### config.mk
export PLATFORM = sky130hd
export DESIGN_NAME = integer_square_root_top
export DESIGN_NICKNAME = d
export VERILOG_FILES = /design/src/hdl/isqrt_pkg.sv /design/src/hdl/isqrt_step.sv /design/src/hdl/integer_square_root_top.sv
export SDC_FILE = /design/constraint.sdc
export NUM_CORES = 1
export LEC_CHECK = 0
export ABC_AREA = 1
export BUFFER_PORTS_ARGS = -buffer_cell sky130_fd_sc_hd__buf_2
export CORE_MARGIN = 1.5
export CORE_UTILIZATION = 55
export DETAILED_ROUTE_END_ITERATION = 16
export HOLD_SLACK_MARGIN = 0.1
export MAX_ROUTING_LAYER = met4
export PLACE_DENSITY = 0.74
export SLEW_MARGIN = 20
export SYNTH_ARGS = -nofsm -noshare
export SYNTH_HDL_FRONTEND = slang
export SYNTH_SLANG_ARGS = --single-unit
### constraint.sdc
create_clock -name clk -period 1.7 [get_ports clk]
set_input_delay 0.34 -clock clk [delete_from_list [all_inputs] [get_ports clk]]
set_output_delay 0.34 -clock clk [all_outputs]
set_load 0.01 [all_outputs]
### src/hdl/isqrt_pkg.sv
package isqrt_pkg;

	localparam int RADICAND_BITS = 31;
	localparam int PAIRS = (RADICAND_BITS + 1) / 2;
	localparam int RAD_W = 2 * PAIRS;
	localparam int ROOT_W = PAIRS;
	localparam int REM_W = PAIRS + 2;
	localparam int ROOT_OUT_W = 16;

	typedef struct packed {
		logic [RAD_W-1:0]  rad;
		logic [REM_W-1:0]  rem;
		logic [ROOT_W-1:0] root;
	} isqrt_data_t;

endpackage

### src/hdl/isqrt_step.sv
module isqrt_step import isqrt_pkg::*; (
	input  logic        clk,
	input  logic        arst_n,
	input  logic        in_valid,
	input  isqrt_data_t in_data,
	output logic        out_valid,
	output isqrt_data_t out_data
);

	logic                valid_s1;
	isqrt_data_t         data_s1;
	logic [REM_W+1:0]    cand;
	logic [REM_W+1:0]    trial;
	logic [REM_W+1:0]    diff;
	logic                fits;
	isqrt_data_t         next_data;

	// One restoring step: bring down the next radicand pair and try root*4+1.
	always_comb begin
		cand  = {in_data.rem, in_data.rad[RAD_W-1 -: 2]};
		trial = (REM_W+2)'({in_data.root, 2'b01});
		fits  = (cand >= trial);
		diff  = cand - trial;
		next_data.rad  = in_data.rad << 2;
		next_data.rem  = fits ? diff[REM_W-1:0] : cand[REM_W-1:0];
		next_data.root = {in_data.root[ROOT_W-2:0], fits};
	end

	always_ff @(posedge clk or negedge arst_n) begin
		if (!arst_n) begin
			valid_s1 <= 1'b0;
		end else begin
			valid_s1 <= in_valid;
		end
	end

	always_ff @(posedge clk) begin
		data_s1 <= next_data;
	end

	assign out_valid = valid_s1;
	assign out_data  = data_s1;

endmodule

### src/hdl/integer_square_root_top.sv
// Channel   Ports                   Direction  Transaction
// command   start, busy, radicand   in         start high while busy is low
// result    done, root              out        done high for one cycle
//
// Each radicand passes through a chain of sixteen register stages, one root
// bit settled per stage, and done is the valid bit of the last stage.
// A new radicand may be started in every cycle; busy stays low.
// Reset clears only the stage valid bits; data registers are not reset.
// The receiver cannot hold results off, so nothing in the chain ever stalls.
module integer_square_root_top import isqrt_pkg::*; (
	input  logic                     clk,
	input  logic                     arst_n,
	input  logic                     start,
	output logic                     busy,
	input  logic [RADICAND_BITS-1:0] radicand,
	output logic                     done,
	output logic [ROOT_OUT_W-1:0]    root
);

	logic                         stage_valid [PAIRS+1];
	isqrt_data_t                  stage_data  [PAIRS+1];
	logic [ROOT_W+ROOT_OUT_W-1:0] root_ext;

	assign busy = 1'b0;

	assign stage_valid[0]     = start;
	assign stage_data[0].rad  = RAD_W'(radicand);
	assign stage_data[0].rem  = '0;
	assign stage_data[0].root = '0;

	for (genvar g = 0; g < PAIRS; g++) begin : g_step
		isqrt_step u_step (
			.clk       (clk),
			.arst_n    (arst_n),
			.in_valid  (stage_valid[g]),
			.in_data   (stage_data[g]),
			.out_valid (stage_valid[g+1]),
			.out_data  (stage_data[g+1])
		);
	end

	assign root_ext = {{ROOT_OUT_W{1'b0}}, stage_data[PAIRS].root};
	assign root     = root_ext[ROOT_OUT_W-1:0];
	assign done     = stage_valid[PAIRS];

endmodule
==> reports/results.txt <==
outcome = finished, violations left
violations in the final reports = setup timing
level count of the clock H-tree = 2
P_leak = 19.1 nW
Final period util = 122%
Port Buffers = 50
Non-Filler Instances = 4707
Worst setup SP type = flop
VDD IR max = 1.23 mV
Reg-to-Reg Start = g_step[7].u_step.out_data[64]
skew final = 0.0453 ns
TritonCTS Sinks = 638
Slew Limit Fails = 0
Hold WC Path Type = input port to async pin
clock buffer depth = 3
Worst Hold Slack = 0.125 ns
RSZ-0062 raised after global routing = true
max cap viols = 0
grt total ovfl = 0
gr usage total = 31.7%
1st-iter DRT viols = 2273
Flop pwr share = 36.2%
r2r endpoint = g_step[8].u_step.out_data[18]
via-per-instance ratio = 5.54
CTS Root Cell = clkbuf_16
CP Max Fanout = 8
final worst slack = -0.381 ns
dominant synthesized flop cell = dfxtp_1
Yosys reg bits = 638
R2R depth = 9
internal power = 35.2 mW
Slew HR = 58.8%
Final Wtd Congestion = 0.917
register area share after synthesis = 48.9%
Core Util, Final = 84.4%
DRT Pass-1 Iters = 6
largest net degree at the start of global routing = 24
Post-Synthesis Cells = 3297
Syn Area/Cell = 7.97 um2
Worst Tran Pin Value = 0.613 ns
post-DP HPWL = 51600 um
Post-synth EDFFs = 0
share of cells above drive strength 1 = 45.6%
dpl cell area = 30600 um2
Starting Density = 56.1%
clock-pin slew on the worst setup and hold paths = 0.08 ns
CTS Buf Count = 61
WL per Instance = 19.9 um
Pwr Density = 1410 nW/um2
# rows = 79
routed via count = 26.1k
crit path kind = flop to flop
Syn-to-layout area delta = 50.4%
Die Width = 222 um
commonest non-fill, non-tap cell in the layout = nand2_1
core area = 46900 um2
multi-input logic area = 15700 um2
first-pass GRT wire length = 123000 um
most frequent cells in the layout = 619 x nand2_1, 535 x buf_4, 471 x dfxtp_1, 386 x inv_1, 251 x nand2_2
combinational power share = 37.7%
Critical Path Sink Type = flop
initial antenna violation count = 6
synthesized area = 26300 um2
CP arrival = 2.60 ns
fin area = 39500 um2
Detailed Route WL = 93800 um
synth unique cells = 51
Reg area = 13100 um2
Max Freq = 480 MHz
Switching Fraction = 36.8%
post-layout net count = 4229
Req. time, crit path = 2.22 ns
switching power total = 20.4 mW
Clock Latency Late Sink = 0.68 ns
Total Power = 55.6 mW
DR DRC count = 0
Cells after DPL = 4393
clock power share = 26.1%
fillers = 2470
final hold vios = 0
height of the die = 222 um
Final ANT Viol Nets = 0
R2R setup slack = -0.38 ns
# setup viols final = 187
die area = 49100 um2
Yosys warning count = 0
vias in the first global route = 25.0k
CTS tree = done
Synth async-reset ratio = 2.51%
num ports = 52
minimum clock period = 2.08 ns
[metal layers]
layer | routed length, um | global-route usage [%] | share of wire (%) | vias up
met1 | 33600 | 34.5 | 36 | 12200
met5 | 0 | - | 0 | -
li1 | - | - | - | 11900
met3 | 6690 | 4.13 | 7.1 | 609
met4 | 7220 | 17.4 | 7.7 | 0
met2 | 46300 | 56.0 | 49 | 1416
[cells in the mapped netlist, types with 19 or more instances]
| cell type | number | share of area, % |
|---|---|---|
| nand2_1 | 947 | 14 |
| o21ai_0 | 86 | 1.6 |
| a21oi_1 | 146 | 2.8 |
| nand3b_1 | 30 | 0.86 |
| a21oi_2 | 27 | 0.90 |
| nand4_1 | 42 | 1.0 |
| nor3_1 | 29 | 0.55 |
| dfxtp_1 | 622 | 47 |
| o21ai_1 | 22 | 0.42 |
| xnor2_1 | 39 | 1.3 |
| o21ai_2 | 19 | 0.63 |
| nor2_1 | 260 | 3.7 |
| xor2_1 | 52 | 1.7 |
| ha_1 | 152 | 7.2 |
| inv_1 | 482 | 6.9 |
| nand3_1 | 184 | 3.5 |
[worst max-delay path, stage by stage (launching register included)]
cell and delay, ns:
dfxtp_1 0.42, inv_1 0.11, ha_1 0.30, o21ai_4 0.23, nand3_2 0.22, nand3b_4 0.29
buf_12 0.16, inv_12 0.05, nand2_4 0.07, o21ai_4 0.07
[how the worst max path moves through the flow]
stage / start / to
detailed placement: g_step[11].u_step.out_data[11] / g_step[12].u_step.out_data[27]
CTS: g_step[11].u_step.out_data[11] / g_step[12].u_step.out_data[27]
global placement: g_step[11].u_step.out_data[11] / g_step[12].u_step.out_data[27]
finish: g_step[7].u_step.out_data[64] / g_step[8].u_step.out_data[18]
global route: g_step[7].u_step.out_data[64] / g_step[8].u_step.out_data[18]
floorplan: g_step[13].u_step.out_data[11] / g_step[14].u_step.out_data[20]
[power by group through the flow]
stage	logic [mW]	clock network (mW)	registers [mW]
finish	20.9	14.5	20.1
global route	22.3	15.2	20.3
global placement	13.8	0	19.7
CTS	16.8	14.4	19.8
detailed placement	14.0	0	19.7
floorplan	8.52	0	18.9
[through the flow]
stage | setup TNS, ns | setup WS [ns]
finish | -21.66 | -0.381
global route | -37.82 | -0.522
CTS | -1.30 | -0.0687
detailed placement | -40.79 | -0.365
global placement | -32.67 | -0.353
floorplan | 0 | 0.000432
[logic make-up (layout without fill, tap and decap cells)]
group	count (synthesis)	in the layout	share of synthesized area [%]
XOR/XNOR	91	91	3.03
buffers and inverters	524	1320	8.18
flip-flops	638	638	48.9
other	1	6	0.0143
AO/OA/AOI/OAI	324	324	7.08
adder cells (fa/ha/maj)	152	152	7.23
AND/OR/NAND/NOR	1567	1569	25.6
[registers in the layout, indices dropped and copies added, names as in the netlist]
name,cells
g_step.u_step.out_data,622
g_step.u_step.out_valid,16
[final cells by class]
cell class	instances	share of cell area [%]
clock buffers	77	4.22
repair inverters	12	0.370
flip-flops and latches	638	33.1
clock inverters	39	1.17
multi-input cells	2138	39.8
inverters	498	4.99
repair buffers	694	14.4
well taps	607	1.92
diodes	4	0.0253
[timing repair]
item / CTS / global route
buffers inserted: 75 / 68
hold buffers: 33 / 0
hold endpoints to repair: 48 / 0
endpoints found under the setup margin: 243 / 249
resized for setup: 571 / 782
cloned: 14 / 10
pin swaps: 144 / 307
Power figures use the tool's default switching activity.
